===== src/rtl/hsps_pkg.sv =====
// ----------------------------------------------------------------------------
// hsps_pkg
// Shared types and constants of the humidity sensor poll sequencer.
// ----------------------------------------------------------------------------
package hsps_pkg;

    localparam int CFG_DATA_W = 32;
    localparam int CFG_IDX_W  = 4;
    localparam int QUEUE_DEPTH = 2;

    // register indexes
    localparam logic [CFG_IDX_W-1:0] REG_INIT_DELAY    = 4'd0;
    localparam logic [CFG_IDX_W-1:0] REG_WAKEUP_DELAY  = 4'd1;
    localparam logic [CFG_IDX_W-1:0] REG_MEASURE_DELAY = 4'd2;
    localparam logic [CFG_IDX_W-1:0] REG_UPDATE_PERIOD = 4'd3;
    localparam logic [CFG_IDX_W-1:0] REG_SLEEP_CMD     = 4'd4;
    localparam logic [CFG_IDX_W-1:0] REG_WAKEUP_CMD    = 4'd5;
    localparam logic [CFG_IDX_W-1:0] REG_MEASURE_CMD   = 4'd6;
    localparam logic [CFG_IDX_W-1:0] REG_BUS_ADDR      = 4'd7;

    // register reset values
    localparam logic [31:0] RST_INIT_DELAY    = 32'd1;
    localparam logic [31:0] RST_WAKEUP_DELAY  = 32'd1;
    localparam logic [31:0] RST_MEASURE_DELAY = 32'd13;
    localparam logic [31:0] RST_UPDATE_PERIOD = 32'd1000;
    localparam logic [15:0] RST_SLEEP_CMD     = 16'd45208;
    localparam logic [15:0] RST_WAKEUP_CMD    = 16'd13591;
    localparam logic [15:0] RST_MEASURE_CMD   = 16'd30822;
    localparam logic [6:0]  RST_BUS_ADDR      = 7'd112;

    // request kinds
    localparam logic [1:0] KIND_TICK   = 2'd0;
    localparam logic [1:0] KIND_POLL   = 2'd1;
    localparam logic [1:0] KIND_SET_EN = 2'd2;

    // bus actions
    localparam logic [1:0] ACT_BUS_INIT = 2'd0;
    localparam logic [1:0] ACT_WRITE    = 2'd1;
    localparam logic [1:0] ACT_READ     = 2'd2;
    localparam logic [1:0] ACT_DEINIT   = 2'd3;

    // conversion constants
    localparam logic [26:0] TEMP_SPAN = 27'd1750;
    localparam logic [11:0] TEMP_BIAS = 12'd450;
    localparam logic [25:0] HUM_SPAN  = 26'd1000;

    typedef struct packed {
        logic [31:0] init_delay;
        logic [31:0] wakeup_delay;
        logic [31:0] measure_delay;
        logic [31:0] update_period;
        logic [15:0] sleep_command;
        logic [15:0] wakeup_command;
        logic [15:0] measure_command;
        logic [6:0]  bus_address;
    } t_cfg;

    // action sequence a poll hands to the back end
    typedef enum logic [2:0] {
        SEQ_INIT_OFF,
        SEQ_INIT_ON,
        SEQ_START,
        SEQ_MEASURE,
        SEQ_READ
    } t_seq;

    typedef struct packed {
        t_seq               seq;
        logic signed [11:0] temp;
        logic [9:0]         hum;
    } t_job;

endpackage


===== src/rtl/hsps_in_if.sv =====
// ----------------------------------------------------------------------------
// hsps_in_if
// Request channel of the poll sequencer.
// ----------------------------------------------------------------------------
interface hsps_in_if;
    logic        valid;
    logic        ready;
    logic [1:0]  kind;
    logic [31:0] tick_period;
    logic        enable_level;
    logic [15:0] raw_temperature;
    logic [15:0] raw_humidity;

    modport source (output valid, kind, tick_period, enable_level,
                    raw_temperature, raw_humidity, input ready);
    modport sink   (input valid, kind, tick_period, enable_level,
                    raw_temperature, raw_humidity, output ready);
endinterface


===== src/rtl/hsps_out_if.sv =====
// ----------------------------------------------------------------------------
// hsps_out_if
// Bus action channel of the poll sequencer.
// ----------------------------------------------------------------------------
interface hsps_out_if;
    logic               valid;
    logic               ready;
    logic [1:0]         action;
    logic [6:0]         device_address;
    logic [15:0]        command_word;
    logic signed [11:0] temperature_tenths;
    logic [9:0]         humidity_tenths;
    logic               update_event;
    logic               last;

    modport source (output valid, action, device_address, command_word,
                    temperature_tenths, humidity_tenths, update_event, last,
                    input ready);
    modport sink   (input valid, action, device_address, command_word,
                    temperature_tenths, humidity_tenths, update_event, last,
                    output ready);
endinterface


===== src/rtl/hsps_queue.sv =====
// ----------------------------------------------------------------------------
// hsps_queue
// Small job queue between the front end and the back end.
// ----------------------------------------------------------------------------
module hsps_queue #(
    parameter int DEPTH = hsps_pkg::QUEUE_DEPTH
) (
    input  logic            i_clk,
    input  logic            i_rst_n,
    input  logic            i_push,
    input  hsps_pkg::t_job  i_job,
    input  logic            i_pop,
    output hsps_pkg::t_job  o_head,
    output logic            o_nonempty,
    output logic            o_full
);
    localparam int PTR_W = (DEPTH > 1) ? $clog2(DEPTH) : 1;
    localparam int CNT_W = $clog2(DEPTH + 1);
    localparam logic [PTR_W-1:0] LAST_PTR = PTR_W'(DEPTH - 1);
    localparam logic [CNT_W-1:0] FULL_CNT = CNT_W'(DEPTH);

    hsps_pkg::t_job r_mem [DEPTH];
    logic [PTR_W-1:0] r_wr_ptr, r_rd_ptr;
    logic [CNT_W-1:0] r_count;

    assign o_head     = r_mem[r_rd_ptr];
    assign o_nonempty = (r_count != '0);
    assign o_full     = (r_count == FULL_CNT);

    always_ff @(posedge i_clk) begin
        if (i_push) begin
            r_mem[r_wr_ptr] <= i_job;
        end
    end

    always_ff @(posedge i_clk) begin
        if (!i_rst_n) begin
            r_wr_ptr <= '0;
            r_rd_ptr <= '0;
            r_count  <= '0;
        end else begin
            if (i_push) begin
                r_wr_ptr <= (r_wr_ptr == LAST_PTR) ? '0 : r_wr_ptr + 1'b1;
            end
            if (i_pop) begin
                r_rd_ptr <= (r_rd_ptr == LAST_PTR) ? '0 : r_rd_ptr + 1'b1;
            end
            if (i_push && !i_pop) begin
                r_count <= r_count + 1'b1;
            end else if (!i_push && i_pop) begin
                r_count <= r_count - 1'b1;
            end
        end
    end
endmodule


===== src/rtl/hsps_front.sv =====
// ----------------------------------------------------------------------------
// hsps_front
// Takes requests, keeps phase, timer, enable and readings, queues action jobs.
// ----------------------------------------------------------------------------
module hsps_front (
    input  logic            i_clk,
    input  logic            i_rst_n,
    input  hsps_pkg::t_cfg  i_cfg,
    hsps_in_if.sink         i_req,
    input  logic            i_q_full,
    output logic            o_push,
    output hsps_pkg::t_job  o_job
);
    typedef enum logic [2:0] {
        PH_OFF     = 3'd0,
        PH_INIT    = 3'd1,
        PH_START   = 3'd2,
        PH_MEASURE = 3'd3,
        PH_READ    = 3'd4
    } t_phase;

    t_phase             r_phase, n_phase;
    logic               r_enable, n_enable;
    logic [31:0]        r_count, n_count;
    logic signed [11:0] r_temp, n_temp;
    logic [9:0]         r_hum, n_hum;

    logic        accept;
    logic [26:0] temp_prod;
    logic [25:0] hum_prod;
    logic [32:0] delay_sum;
    logic [32:0] period_ext;
    logic [32:0] reload_diff;
    logic [31:0] reload;

    assign i_req.ready = !i_q_full;
    assign accept      = i_req.valid && !i_q_full;

    assign temp_prod   = hsps_pkg::TEMP_SPAN * 27'(i_req.raw_temperature);
    assign hum_prod    = hsps_pkg::HUM_SPAN * 26'(i_req.raw_humidity);
    assign delay_sum   = 33'(i_cfg.measure_delay) + 33'(i_cfg.wakeup_delay);
    assign period_ext  = {1'b0, i_cfg.update_period};
    assign reload_diff = period_ext - delay_sum;
    assign reload      = (period_ext > delay_sum) ? reload_diff[31:0] : '0;

    always_comb begin
        n_phase   = r_phase;
        n_enable  = r_enable;
        n_count   = r_count;
        n_temp    = r_temp;
        n_hum     = r_hum;
        o_push    = 1'b0;
        o_job.seq = hsps_pkg::SEQ_START;
        if (accept) begin
            unique case (i_req.kind)
                hsps_pkg::KIND_TICK: begin
                    n_count = (r_count > i_req.tick_period)
                            ? r_count - i_req.tick_period : '0;
                end
                hsps_pkg::KIND_SET_EN: begin
                    n_enable = i_req.enable_level;
                end
                hsps_pkg::KIND_POLL: begin
                    if (r_count == '0) begin
                        unique case (r_phase)
                            PH_OFF: begin
                                if (r_enable) begin
                                    n_count = i_cfg.init_delay;
                                    n_phase = PH_START;
                                end
                            end
                            PH_INIT: begin
                                o_push = 1'b1;
                                if (r_enable) begin
                                    n_count   = i_cfg.init_delay;
                                    n_phase   = PH_START;
                                    o_job.seq = hsps_pkg::SEQ_INIT_ON;
                                end else begin
                                    n_phase   = PH_OFF;
                                    o_job.seq = hsps_pkg::SEQ_INIT_OFF;
                                end
                            end
                            PH_START: begin
                                o_push    = 1'b1;
                                n_count   = i_cfg.wakeup_delay;
                                n_phase   = PH_MEASURE;
                                o_job.seq = hsps_pkg::SEQ_START;
                            end
                            PH_MEASURE: begin
                                o_push    = 1'b1;
                                n_count   = i_cfg.measure_delay;
                                n_phase   = PH_READ;
                                o_job.seq = hsps_pkg::SEQ_MEASURE;
                            end
                            PH_READ: begin
                                o_push    = 1'b1;
                                o_job.seq = hsps_pkg::SEQ_READ;
                                if (r_enable) begin
                                    n_count = reload;
                                    n_phase = PH_START;
                                end else begin
                                    n_phase = PH_OFF;
                                end
                                n_temp = $signed({1'b0, temp_prod[26:16]})
                                       - $signed(hsps_pkg::TEMP_BIAS);
                                n_hum  = hum_prod[25:16];
                            end
                            default: begin
                                n_phase = PH_INIT;
                                n_count = '0;
                            end
                        endcase
                    end
                end
                default: ;
            endcase
        end
        // readings after this request's update travel with the job
        o_job.temp = n_temp;
        o_job.hum  = n_hum;
    end

    always_ff @(posedge i_clk) begin
        if (!i_rst_n) begin
            r_phase  <= PH_INIT;
            r_enable <= 1'b0;
            r_count  <= hsps_pkg::RST_INIT_DELAY;
            r_temp   <= '0;
            r_hum    <= '0;
        end else begin
            r_phase  <= n_phase;
            r_enable <= n_enable;
            r_count  <= n_count;
            r_temp   <= n_temp;
            r_hum    <= n_hum;
        end
    end
endmodule


===== src/rtl/hsps_back.sv =====
// ----------------------------------------------------------------------------
// hsps_back
// Turns jobs into bus actions in an output register, one per unstalled cycle.
// ----------------------------------------------------------------------------
module hsps_back (
    input  logic            i_clk,
    input  logic            i_rst_n,
    input  hsps_pkg::t_cfg  i_cfg,
    input  hsps_pkg::t_job  i_head,
    input  logic            i_nonempty,
    output logic            o_pop,
    hsps_out_if.source      o_rsp
);
    logic [1:0] r_step, n_step;
    logic       r_valid, n_valid;
    logic       load;

    logic [1:0]  act;
    logic [15:0] cmd;
    logic        fin;
    logic        upd;

    logic [1:0]         r_action;
    logic [6:0]         r_addr;
    logic [15:0]        r_cmd;
    logic signed [11:0] r_temp;
    logic [9:0]         r_hum;
    logic               r_upd;
    logic               r_last;

    assign load  = i_nonempty && (!r_valid || o_rsp.ready);
    assign o_pop = load && fin;

    // action table per job and step
    always_comb begin
        act = hsps_pkg::ACT_BUS_INIT;
        cmd = '0;
        fin = 1'b0;
        upd = 1'b0;
        unique case (i_head.seq)
            hsps_pkg::SEQ_INIT_OFF, hsps_pkg::SEQ_INIT_ON: begin
                unique case (r_step)
                    2'd0: act = hsps_pkg::ACT_BUS_INIT;
                    2'd1: begin
                        act = hsps_pkg::ACT_WRITE;
                        cmd = i_cfg.sleep_command;
                        fin = (i_head.seq == hsps_pkg::SEQ_INIT_ON);
                    end
                    default: begin
                        act = hsps_pkg::ACT_DEINIT;
                        fin = 1'b1;
                    end
                endcase
            end
            hsps_pkg::SEQ_START: begin
                if (r_step == 2'd0) begin
                    act = hsps_pkg::ACT_BUS_INIT;
                end else begin
                    act = hsps_pkg::ACT_WRITE;
                    cmd = i_cfg.wakeup_command;
                    fin = 1'b1;
                end
            end
            hsps_pkg::SEQ_MEASURE: begin
                act = hsps_pkg::ACT_WRITE;
                cmd = i_cfg.measure_command;
                fin = 1'b1;
            end
            hsps_pkg::SEQ_READ: begin
                unique case (r_step)
                    2'd0: act = hsps_pkg::ACT_READ;
                    2'd1: begin
                        act = hsps_pkg::ACT_WRITE;
                        cmd = i_cfg.sleep_command;
                    end
                    default: begin
                        act = hsps_pkg::ACT_DEINIT;
                        fin = 1'b1;
                        upd = 1'b1;
                    end
                endcase
            end
            default: fin = 1'b1;
        endcase
    end

    always_comb begin
        n_step  = r_step;
        n_valid = r_valid;
        if (load) begin
            n_valid = 1'b1;
            n_step  = fin ? 2'd0 : r_step + 2'd1;
        end else if (o_rsp.ready) begin
            n_valid = 1'b0;
        end
    end

    always_ff @(posedge i_clk) begin
        if (!i_rst_n) begin
            r_step  <= '0;
            r_valid <= 1'b0;
        end else begin
            r_step  <= n_step;
            r_valid <= n_valid;
        end
    end

    always_ff @(posedge i_clk) begin
        if (load) begin
            r_action <= act;
            r_addr   <= i_cfg.bus_address;
            r_cmd    <= cmd;
            r_temp   <= i_head.temp;
            r_hum    <= i_head.hum;
            r_upd    <= upd;
            r_last   <= fin;
        end
    end

    assign o_rsp.valid              = r_valid;
    assign o_rsp.action             = r_action;
    assign o_rsp.device_address     = r_addr;
    assign o_rsp.command_word       = r_cmd;
    assign o_rsp.temperature_tenths = r_temp;
    assign o_rsp.humidity_tenths    = r_hum;
    assign o_rsp.update_event       = r_upd;
    assign o_rsp.last               = r_last;
endmodule


===== src/rtl/humidity_sensor_poll_sequencer_core.sv =====
// ----------------------------------------------------------------------------
// humidity_sensor_poll_sequencer_core
// Poll sequencer for a two-wire temperature and humidity sensor.
// ----------------------------------------------------------------------------
// i_req carries tick, poll and set-enable requests. ticks count the timer
// down, set-enable stores the enable flag, a poll with the timer at zero
// advances the phase and yields up to three bus actions on o_rsp; the last
// action of a request has last set, a read marks it with update_event.
// configuration registers are written through i_cfg_we/i_cfg_idx/i_cfg_data
// by the user only while the block is idle, not enforced by the block;
// indexes past the register list are ignored. every request is taken as long
// as the two-entry job queue has room; the first action of a poll passes the
// job queue and the output register on its way to o_rsp, later actions follow
// one per cycle while o_rsp is ready; that port sets sustained throughput.
// when o_rsp stalls, the output register holds, the queue fills and then
// i_req.ready drops. synchronous reset puts the phase at init, the timer at
// the init delay, clears the enable flag, readings and queue, and loads the
// register reset values.
// ----------------------------------------------------------------------------
module humidity_sensor_poll_sequencer_core #(
    parameter int QUEUE_DEPTH = hsps_pkg::QUEUE_DEPTH
) (
    input  logic                            i_clk,
    input  logic                            i_rst_n,
    input  logic                            i_cfg_we,
    input  logic [hsps_pkg::CFG_IDX_W-1:0]  i_cfg_idx,
    input  logic [hsps_pkg::CFG_DATA_W-1:0] i_cfg_data,
    hsps_in_if.sink                         i_req,
    hsps_out_if.source                      o_rsp
);
    hsps_pkg::t_cfg r_cfg;
    hsps_pkg::t_job push_job, head_job;
    logic push, pop, q_nonempty, q_full;

    always_ff @(posedge i_clk) begin
        if (!i_rst_n) begin
            r_cfg.init_delay      <= hsps_pkg::RST_INIT_DELAY;
            r_cfg.wakeup_delay    <= hsps_pkg::RST_WAKEUP_DELAY;
            r_cfg.measure_delay   <= hsps_pkg::RST_MEASURE_DELAY;
            r_cfg.update_period   <= hsps_pkg::RST_UPDATE_PERIOD;
            r_cfg.sleep_command   <= hsps_pkg::RST_SLEEP_CMD;
            r_cfg.wakeup_command  <= hsps_pkg::RST_WAKEUP_CMD;
            r_cfg.measure_command <= hsps_pkg::RST_MEASURE_CMD;
            r_cfg.bus_address     <= hsps_pkg::RST_BUS_ADDR;
        end else if (i_cfg_we) begin
            unique case (i_cfg_idx)
                hsps_pkg::REG_INIT_DELAY:    r_cfg.init_delay    <= i_cfg_data;
                hsps_pkg::REG_WAKEUP_DELAY:  r_cfg.wakeup_delay  <= i_cfg_data;
                hsps_pkg::REG_MEASURE_DELAY: r_cfg.measure_delay <= i_cfg_data;
                hsps_pkg::REG_UPDATE_PERIOD: r_cfg.update_period <= i_cfg_data;
                hsps_pkg::REG_SLEEP_CMD:     r_cfg.sleep_command <= i_cfg_data[15:0];
                hsps_pkg::REG_WAKEUP_CMD:    r_cfg.wakeup_command <= i_cfg_data[15:0];
                hsps_pkg::REG_MEASURE_CMD:   r_cfg.measure_command <= i_cfg_data[15:0];
                hsps_pkg::REG_BUS_ADDR:      r_cfg.bus_address <= i_cfg_data[6:0];
                default: ;
            endcase
        end
    end

    hsps_front u_front (
        .i_clk    (i_clk),
        .i_rst_n  (i_rst_n),
        .i_cfg    (r_cfg),
        .i_req    (i_req),
        .i_q_full (q_full),
        .o_push   (push),
        .o_job    (push_job)
    );

    hsps_queue #(
        .DEPTH (QUEUE_DEPTH)
    ) u_queue (
        .i_clk      (i_clk),
        .i_rst_n    (i_rst_n),
        .i_push     (push),
        .i_job      (push_job),
        .i_pop      (pop),
        .o_head     (head_job),
        .o_nonempty (q_nonempty),
        .o_full     (q_full)
    );

    hsps_back u_back (
        .i_clk      (i_clk),
        .i_rst_n    (i_rst_n),
        .i_cfg      (r_cfg),
        .i_head     (head_job),
        .i_nonempty (q_nonempty),
        .o_pop      (pop),
        .o_rsp      (o_rsp)
    );
endmodule

===== src/flat_wrapper.sv =====
// flat-port wrapper written by rule: the top's interface ports become plain ports
module humidity_sensor_poll_sequencer_core_flat 
#(
    parameter int QUEUE_DEPTH = hsps_pkg::QUEUE_DEPTH
)
  (i_clk, i_rst_n, i_cfg_we, i_cfg_idx, i_cfg_data, i_req_valid, i_req_kind, i_req_tick_period, i_req_enable_level, i_req_raw_temperature, i_req_raw_humidity, i_req_ready, o_rsp_valid, o_rsp_action, o_rsp_device_address, o_rsp_command_word, o_rsp_temperature_tenths, o_rsp_humidity_tenths, o_rsp_update_event, o_rsp_last, o_rsp_ready);
  hsps_in_if i_req_i ();
  hsps_out_if o_rsp_i ();
  input  logic i_clk;
  input  logic i_rst_n;
  input  logic i_cfg_we;
  input  logic [hsps_pkg::CFG_IDX_W-1:0] i_cfg_idx;
  input  logic [hsps_pkg::CFG_DATA_W-1:0] i_cfg_data;
  input wire logic [$bits(i_req_i.valid)-1:0] i_req_valid;
  input wire logic [$bits(i_req_i.kind)-1:0] i_req_kind;
  input wire logic [$bits(i_req_i.tick_period)-1:0] i_req_tick_period;
  input wire logic [$bits(i_req_i.enable_level)-1:0] i_req_enable_level;
  input wire logic [$bits(i_req_i.raw_temperature)-1:0] i_req_raw_temperature;
  input wire logic [$bits(i_req_i.raw_humidity)-1:0] i_req_raw_humidity;
  output wire logic [$bits(i_req_i.ready)-1:0] i_req_ready;
  output wire logic [$bits(o_rsp_i.valid)-1:0] o_rsp_valid;
  output wire logic [$bits(o_rsp_i.action)-1:0] o_rsp_action;
  output wire logic [$bits(o_rsp_i.device_address)-1:0] o_rsp_device_address;
  output wire logic [$bits(o_rsp_i.command_word)-1:0] o_rsp_command_word;
  output wire logic [$bits(o_rsp_i.temperature_tenths)-1:0] o_rsp_temperature_tenths;
  output wire logic [$bits(o_rsp_i.humidity_tenths)-1:0] o_rsp_humidity_tenths;
  output wire logic [$bits(o_rsp_i.update_event)-1:0] o_rsp_update_event;
  output wire logic [$bits(o_rsp_i.last)-1:0] o_rsp_last;
  input wire logic [$bits(o_rsp_i.ready)-1:0] o_rsp_ready;
  assign i_req_i.valid = i_req_valid;
  assign i_req_i.kind = i_req_kind;
  assign i_req_i.tick_period = i_req_tick_period;
  assign i_req_i.enable_level = i_req_enable_level;
  assign i_req_i.raw_temperature = i_req_raw_temperature;
  assign i_req_i.raw_humidity = i_req_raw_humidity;
  assign i_req_ready = i_req_i.ready;
  assign o_rsp_valid = o_rsp_i.valid;
  assign o_rsp_action = o_rsp_i.action;
  assign o_rsp_device_address = o_rsp_i.device_address;
  assign o_rsp_command_word = o_rsp_i.command_word;
  assign o_rsp_temperature_tenths = o_rsp_i.temperature_tenths;
  assign o_rsp_humidity_tenths = o_rsp_i.humidity_tenths;
  assign o_rsp_update_event = o_rsp_i.update_event;
  assign o_rsp_last = o_rsp_i.last;
  assign o_rsp_i.ready = o_rsp_ready;
  humidity_sensor_poll_sequencer_core #(.QUEUE_DEPTH(QUEUE_DEPTH)) u_core (.i_clk(i_clk), .i_rst_n(i_rst_n), .i_cfg_we(i_cfg_we), .i_cfg_idx(i_cfg_idx), .i_cfg_data(i_cfg_data), .i_req(i_req_i), .o_rsp(o_rsp_i));
endmodule

===== config.mk =====
export PLATFORM = sky130hd
export DESIGN_NAME = humidity_sensor_poll_sequencer_core_flat
export DESIGN_NICKNAME = d
export VERILOG_FILES = /design/src/rtl/hsps_pkg.sv /design/src/rtl/hsps_in_if.sv /design/src/rtl/hsps_out_if.sv /design/src/rtl/hsps_queue.sv /design/src/rtl/hsps_front.sv /design/src/rtl/hsps_back.sv /design/src/rtl/humidity_sensor_poll_sequencer_core.sv /design/src/flat_wrapper.sv
export SDC_FILE = /design/constraint.sdc
export NUM_CORES = 1
export LEC_CHECK = 0
export BUFFER_PORTS_ARGS = -buffer_cell sky130_fd_sc_hd__buf_2
export CAP_MARGIN = 10
export CORE_ASPECT_RATIO = 1.25
export CORE_MARGIN = 2
export CORE_UTILIZATION = 30
export CTS_BUF_LIST = sky130_fd_sc_hd__clkbuf_8
export CTS_CLUSTER_SIZE = 20
export DETAILED_ROUTE_END_ITERATION = 10
export PLACE_DENSITY = 0.54
export SLEW_MARGIN = 20
export SYNTH_ARGS = -nofsm -noshare
export SYNTH_HDL_FRONTEND = slang
export SYNTH_SLANG_ARGS = --single-unit

===== constraint.sdc =====
create_clock -name i_clk -period 11.5 [get_ports i_clk]
set_input_delay 2.3 -clock i_clk [delete_from_list [all_inputs] [get_ports i_clk]]
set_output_delay 2.3 -clock i_clk [all_outputs]
set_load 0.01 [all_outputs]

==> summary.md, run 1 <==
| Metric | Value |
|---|---|
| Min-delay src | u_core.r_cfg[0] |
| Hold Path Depth | 0 |
| Final core occ | 34.18% |
| Worst Path Class, Setup | primary input to register |
| Worst vdd ir | 0.1381 mV |
| Gate Count Post-Synth | 2763 |
| Die area | 83170 um^2 |
| Synthesis-to-layout area growth | 12.89% |
| CP startpoint kind | primary input |
| CP endpoint kind | register |
| Outcome | completed |
| Pin count of the biggest net entering global routing | 89 |
| Synth unique cells | 83 |
| Largest area contributor in the netlist | dfxtp_1 |
| RR Endpoint | u_core.u_front.r_count[25] |
| Number of antenna violations at the first check in global routing | 3 |
| Post_cts resized | 0 |
| Clk buf depth | 3 |
| First-pass GRT wire length | 109700 um |
| Top FF cell, synth | dfxtp_1 |
| Fin crit share | 64.84% |
| Min-delay worst type | register to register |
| P_leak | 11.81 nW |
| Antenna Nets Post-Route | 0 |
| Global route overflow | 0 |
| Iteration-0 DRC Markers | 1087 |
| Critical Path RT | 11.85 ns |
| Top-area cell type share of the netlist area | 20.55% |
| FMAX | 134.1 MHz |
| Most numerous cell in the Yosys netlist | nand2_1 |
| Via count of the first global-routing pass | 19710 |
| Minimum clock period | 7.456 ns |
| FP Rows | 116 |
| Skew final | 0.03460 ns |
| Setup TNS | 0 ns |
| Global placer's final weighted congestion | 0.8475 |
| Crit-path max FO | 7 |
| Clock transition at path regs | 0.06 ns |
| RSZ-0062 raised after global routing | no |
| Reg-to-reg startpoint | u_core.r_cfg[87] |
| Via count | 19800 |
| Syn_nets | 3226 |
| Max cap viols | 0 |
| H-tree depth | 3 |
| Avg Vias per Cell | 4.953 |
| Drt drc | 0 |
| Pwr/cell area | 162.3 nW/um^2 |
| Die height | 321.9 um |
| Post-DP HPWL | 51110 um |
| I/O pins | 159 |
| Final setup margin | 4.044 ns |
| YS warnings | 0 |
| Die X-Extent | 258.3 um |
| Placement Setup Slack | 3.438 ns |
| Worst-Skew Late Latency | 0.65 ns |
| Slew headroom | 31.55% |
| Nets@finish | 3347 |
| Setup repair bufs after CTS | 0 |
| Fillers | 8498 |
| Slew Limit Fails | 0 |
| Global Route Usage Sum | 16.71% |
| #FFs+latches synth | 348 |
| Post-synth top cells | nand2_1 (489), a21oi_1 (285), dfxtp_1 (249) |
| Worst Hold End | u_core.u_back.o_rsp.device_address[0] |
| Worst reg-to-reg path cell count | 24 |
| Fin. Hold Viols | 0 |
| Data arrival time of the worst path | 7.81 ns |
| Avg WL per Cell | 17.40 um |
| Post-synth EDFFs | 99 |
| Buffers on Ports | 158 |
| Setup violations, final | 0 |
| Sequential share of the synthesized area | 32.80% |
| Flop-to-flop setup slack | 5.46 ns |
| Mapped Area | 24260 um^2 |
| Async S/R FF share, synth | 0% |
| Tightest Pin Transition | 1.027 ns |
| CTS buffer count | 67 |
| Hold_buf cts | 0 |
| CTS tree | built |
| Final wirelength | 69550 um |
| Core Area | 80120 um^2 |
| Leading post-synthesis cells by cell area | dfxtp_1 (21%), ha_1 (13%), edfxtp_1 (12%) |
| TritonCTS Sinks | 348 |
| Clk root buf | clkbuf_8 |
| First-pass DRT Iterations | 6 |
| Share of cells above drive strength 1 | 11.63% |
| Initial core utilization | 30.28% |
| Syn Area/Cell | 8.780 um^2 |
## layer usage
| layer | vias up | wire length [um] | GRT usage, % |
|---|---|---|---|
| met1 | 9488 | 30940 | 21.01 |
| met4 | 0 | 1654 | 4.740 |
| met3 | 88 | 2520 | 2.353 |
| met2 | 372 | 34430 | 29.64 |
| li1 | 9848 | - | - |
| met5 | - | 0 | 0 |
## registers in the layout, summed over array words and instances, names as in the netlist, 10 cells and up, named ones only
register and cells:
u_core.u_front.r_count 32, u_core.u_queue.r_mem 50, u_core.u_back.o_rsp.humidity_tenths 10, u_core.u_back.o_rsp.temperature_tenths 12, u_core.u_front.r_temp 12, u_core.u_front.r_hum 10
u_core.u_back.o_rsp.command_word 16, u_core.r_cfg 183
## power breakdown
| group | internal, W | switching [W] |
|---|---|---|
| clock network | 0.000636 | 0.000552 |
| registers | 0.00127 | 0.0000122 |
| logic | 0.000816 | 0.00116 |
## logic make-up after synthesis
| logic type | after synthesis | share of synthesized area (%) |
|---|---|---|
| and+or+nand+nor | 858 | 15.93 |
| xor gates and xnor gates | 119 | 4.296 |
| AOI/OAI and AO/OA | 660 | 16.76 |
| DFF | 348 | 32.80 |
| muxes | 68 | 2.930 |
| adders and majority gates | 355 | 21.71 |
| buffers and inverters | 355 | 5.565 |
## area by class of cell
class	count	area [um^2]	area share [%]
Timing Repair Buffer	179	948.4	3.463
Sequential cell	348	7960	29.07
Clock buffer	77	1060	3.870
Antenna cell	2	5.005	0.01828
Tap cell	1062	1329	4.852
Clock inverter	41	221.5	0.8087
Inverter	228	858.3	3.134
Multi-Input combinational cell	2060	15000	54.79
## how the worst max path moves through the flow
stage | start | end | cells past startpoint | slack [ns]
2_1_floorplan | i_req_raw_temperature[8] | u_core.u_queue.r_mem[0][19] | 20 | 4.05
5_1_grt | i_req_raw_temperature[5] | u_core.u_queue.r_mem[0][19] | 23 | 3.82
3_3_place_gp | i_req_raw_temperature[5] | u_core.u_queue.r_mem[0][19] | 23 | 3.49
4_1_cts | i_req_raw_temperature[2] | u_core.u_queue.r_mem[1][19] | 23 | 4.13
6_report | i_req_raw_temperature[2] | u_core.u_queue.r_mem[0][19] | 23 | 4.04
3_5_place_dp | i_req_raw_temperature[3] | u_core.u_queue.r_mem[0][19] | 22 | 3.44
## critical path, cell delays in order
cell,delay (ns)
buf_2,0.14
ha_1,0.35
xor2_1,0.16
ha_1,0.18
a21o_1,0.18
fa_1,0.49
fa_1,0.55
inv_1,0.05
fa_1,0.50
inv_1,0.04
ha_1,0.37
a21oi_1,0.15
o21ai_0,0.11
a221oi_1,0.44
nand2_1,0.12
xor2_1,0.25
inv_1,0.07
ha_1,0.23
o21a_1,0.12
and2_1,0.18
nor4_1,0.46
xor2_1,0.24
o21ai_1,0.10
## cells in the final DEF (no fill, tap or decap), types with 44 or more instances in the layout
cell        n
ha_1      245
clkbuf_8   77
nand2_1   488
nand3_1    70
nor2_1     92
xnor2_1    63
edfxtp_1   99
fa_1      110
mux2i_1    44
a21o_1     47
o21ai_0   124
a21oi_1   284
dfxtp_1   247
xor2_1     56
buf_2     158
inv_1     247
## metrics by stage
| step | hold slack, ns | cells | total power, W | area (um^2) |
|---|---|---|---|---|
| 2_1_floorplan | 0.4076 | 2763 | 0.002801 | 24260 |
| 3_3_place_gp | 0.4153 | 3877 | 0.003305 | 26090 |
| 3_5_place_dp | 0.4191 | 3877 | 0.003316 | 26090 |
| 4_1_cts | 0.4325 | 3995 | 0.004532 | 27370 |
| 5_1_grt | 0.4366 | 3997 | 0.004817 | 27390 |
| 6_report | 0.4323 | 3997 | 0.004445 | 27390 |
(Power assumes the default switching activity.)
==> inputs of run 2 (changes only) <==
--- a/config.mk
+++ b/config.mk
@@ -13,7 +13,7 @@
 export CTS_BUF_LIST = sky130_fd_sc_hd__clkbuf_8
 export CTS_CLUSTER_SIZE = 20
 export DETAILED_ROUTE_END_ITERATION = 10
-export PLACE_DENSITY = 0.54
+export PLACE_DENSITY = 0.56
 export SLEW_MARGIN = 20
 export SYNTH_ARGS = -nofsm -noshare
 export SYNTH_HDL_FRONTEND = slang
==> constraint.sdc (replaced) <==
create_clock -name i_clk -period 6.8 [get_ports i_clk]
set_input_delay 1.36 -clock i_clk [delete_from_list [all_inputs] [get_ports i_clk]]
set_output_delay 1.36 -clock i_clk [all_outputs]
set_load 0.01 [all_outputs]
==> summary.md, run 2 (synthesis gave the netlist of run 1 again) <==
| Metric | Value |
|---|---|
| Worst vdd ir | 0.2868 mV (+110%) |
| Data arrival time of the worst path | 6.51 ns (-1.30 ns) |
| Global route overflow | 0 (unchanged) |
| Synthesis-to-layout area growth | 13.96% |
| CTS buffer count | 66 (-1.5%) |
| Fin crit share | 90.05% |
| P_leak | 11.97 nW (+1.4%) |
| Worst hold slack | 0.4367 ns (+0.004353 ns) |
| Initial core utilization | 30.28% (unchanged) |
| RSZ-0062 raised after global routing | no |
| Die X-Extent | 258.3 um (unchanged) |
| H-tree depth | 3 (unchanged) |
| Setup violations, final | 0 (unchanged) |
| Outcome | completed |
| P_int | 0.004906 W (+80%) |
| Net Switching | 0.003035 W (+76%) |
| Share of cells above drive strength 1 | 12.69% (+1.1 points) |
| CP startpoint kind | primary input |
| Final wirelength | 69790 um (+0.34%) |
| Most frequent cells in the layout | nand2_1 (488), a21oi_1 (284), inv_1 (247), dfxtp_1 (247), ha_1 (245) |
| Slew Limit Fails | 0 (unchanged) |
| CTS tree | built |
| Sequential Power Share | 27.3% (-1.5 points) |
| Number of cells after detailed placement | 3916 (+1.0%) |
| Iteration-0 DRC Markers | 1194 (+9.8%) |
| First-pass DRT Iterations | 5 (-1) |
| Most common cell after layout, fill and taps aside | nand2_1 |
| Global placer's final weighted congestion | 0.8522 (+0.55%) |
| Skew final | 0.03776 ns (+0.003161 ns) |
| Via count of the first global-routing pass | 19660 (-0.24%) |
| Top flop regs | u_core.r_cfg x183, u_core.u_queue.r_mem x50, u_core.u_front.r_count x32 |
| Critical Path RT | 7.18 ns (-4.67 ns) |
| Post-DP HPWL | 51140 um (about the same) |
| Hold_buf cts | 0 (unchanged) |
| Nets@finish | 3385 (+1.1%) |
| TritonCTS Sinks | 348 (unchanged) |
| FMAX | 163.3 MHz |
| Crit-path max FO | 4 (-3) |
| Pin count of the biggest net entering global routing | 88 (-1.1%) |
| Minimum clock period | 6.123 ns |
| FP Rows | 116 (unchanged) |
| First-pass GRT wire length | 109200 um (-0.47%) |
| Worst-Skew Late Latency | 0.66 ns (about the same) |
| Pwr/cell area | 287.3 nW/um^2 (+77%) |
| Min-delay worst type | register to register |
| Core Area | 80120 um^2 (unchanged) |
| Slew headroom | 32.66% (+1.1 points) |
| Max cap viols | 0 (unchanged) |
| Gate power share | 47.6% (+3.2 points) |
| Fillers | 8415 (-0.98%) |
| Switching Share | 38.22% (-0.53 points) |
| Via count | 20010 (+1.1%) |
| Avg Vias per Cell | 4.958 (about the same) |
| Clk buf depth | 3 (unchanged) |
| Buffers on Ports | 158 (unchanged) |
| Clk root buf | clkbuf_8 |
| CP endpoint kind | register |
| I/O pins | 159 (unchanged) |
| Global Route Usage Sum | 16.65% (-0.059 points) |
| Non-Filler Instances | 4036 (+0.98%) |
| Setup repair bufs after CTS | 0 (unchanged) |
| Max reg flops | 183 (unchanged) |
| Tightest Pin Transition | 1.010 ns (-0.01661 ns) |
| Clock network fraction of design power | 25.1% (-1.6 points) |
| Die area | 83170 um^2 (unchanged) |
| Avg WL per Cell | 17.29 um (-0.63%) |
| Clock transition at path regs | 0.06 ns (about the same) |
| Die height | 321.9 um (unchanged) |
| Number of antenna violations at the first check in global routing | 5 (+2) |
| Worst Path Class, Setup | primary input to register |
| Antenna Nets Post-Route | 0 (unchanged) |
| Post_cts resized | 0 (unchanged) |
| Drt drc | 0 (unchanged) |
| Fin. Hold Viols | 0 (unchanged) |
| Top reg by flops | u_core.r_cfg |
## run 2: final cells by class
cell class	count	area, um^2	share of cell area [%]
tap	1062	1329	4.807
clock buffer	75	1032	3.734
antenna	4	10.01	0.03621
clock inverter	41	226.5	0.8192
multi-input combinational	2060	14990	54.21
inverter	228	858.3	3.105
timing repair buffer	218	1241	4.490
sequential	348	7960	28.80
## run 2: per-layer routing
layer / GRT usage (%) / vias to the layer above / routed length, um
li1: - / 9931 / -
met1: 20.93 / 9567 / 30830
met2: 29.24 / 406 / 34200
met3: 2.510 / 103 / 2895
met4: 5.112 / 2 / 1849
met5: 0 / - / 12
## run 2: stage by stage
stage                     TNS [ns]  util, %  total power, W  cell area [um^2]  setup WS (ns)
after floorplan                  0        -        0.004736             24260         0.2869
after global placement           0    32.92        0.006016             26380       0.001152
after detailed placement   -0.1503    32.92        0.006032             26380       -0.03958
after CTS                        0    34.49        0.008065             27630         0.6981
after global routing             0    34.50        0.008579             27640         0.3229
final                            0    34.50        0.007941             27640         0.6765
## run 2: path summary, 6_finish.rpt
check / from / end / slack [ns] / depth (start not counted)
worst min register to register: u_core.r_cfg[5] / u_core.u_back.o_rsp.device_address[5] / 0.44 / 0
worst max register to register: u_core.r_cfg[120] / u_core.u_front.r_count[26] / 0.80 / 22
worst max-delay path: i_req_raw_temperature[8] / u_core.u_queue.r_mem[0][20] / 0.68 / 20
worst min-delay path: u_core.r_cfg[5] / u_core.u_back.o_rsp.device_address[5] / 0.44 / 0
## run 2: power groups by stage
stage | clock (W) | sequential [W] | combinational [W]
5_1_grt | 0.00214 | 0.00217 | 0.00427
3_5_place_dp | 0 | 0.00221 | 0.00382
2_1_floorplan | 0 | 0.00220 | 0.00253
4_1_cts | 0.00205 | 0.00217 | 0.00384
3_3_place_gp | 0 | 0.00221 | 0.00380
6_report | 0.00200 | 0.00217 | 0.00378
## run 2: critical path, cell delays in order
cell	delay (ns)
buf_2	0.13
ha_1	0.33
fa_1	0.52
fa_1	0.52
fa_1	0.54
inv_1	0.05
fa_1	0.49
inv_1	0.04
ha_1	0.32
o21ai_0	0.22
buf_4	0.15
a21oi_1	0.08
a31oi_1	0.24
a21boi_0	0.28
o21ai_0	0.15
xnor2_1	0.19
a311o_2	0.35
or2_1	0.21
a31oi_1	0.21
nand3_1	0.12
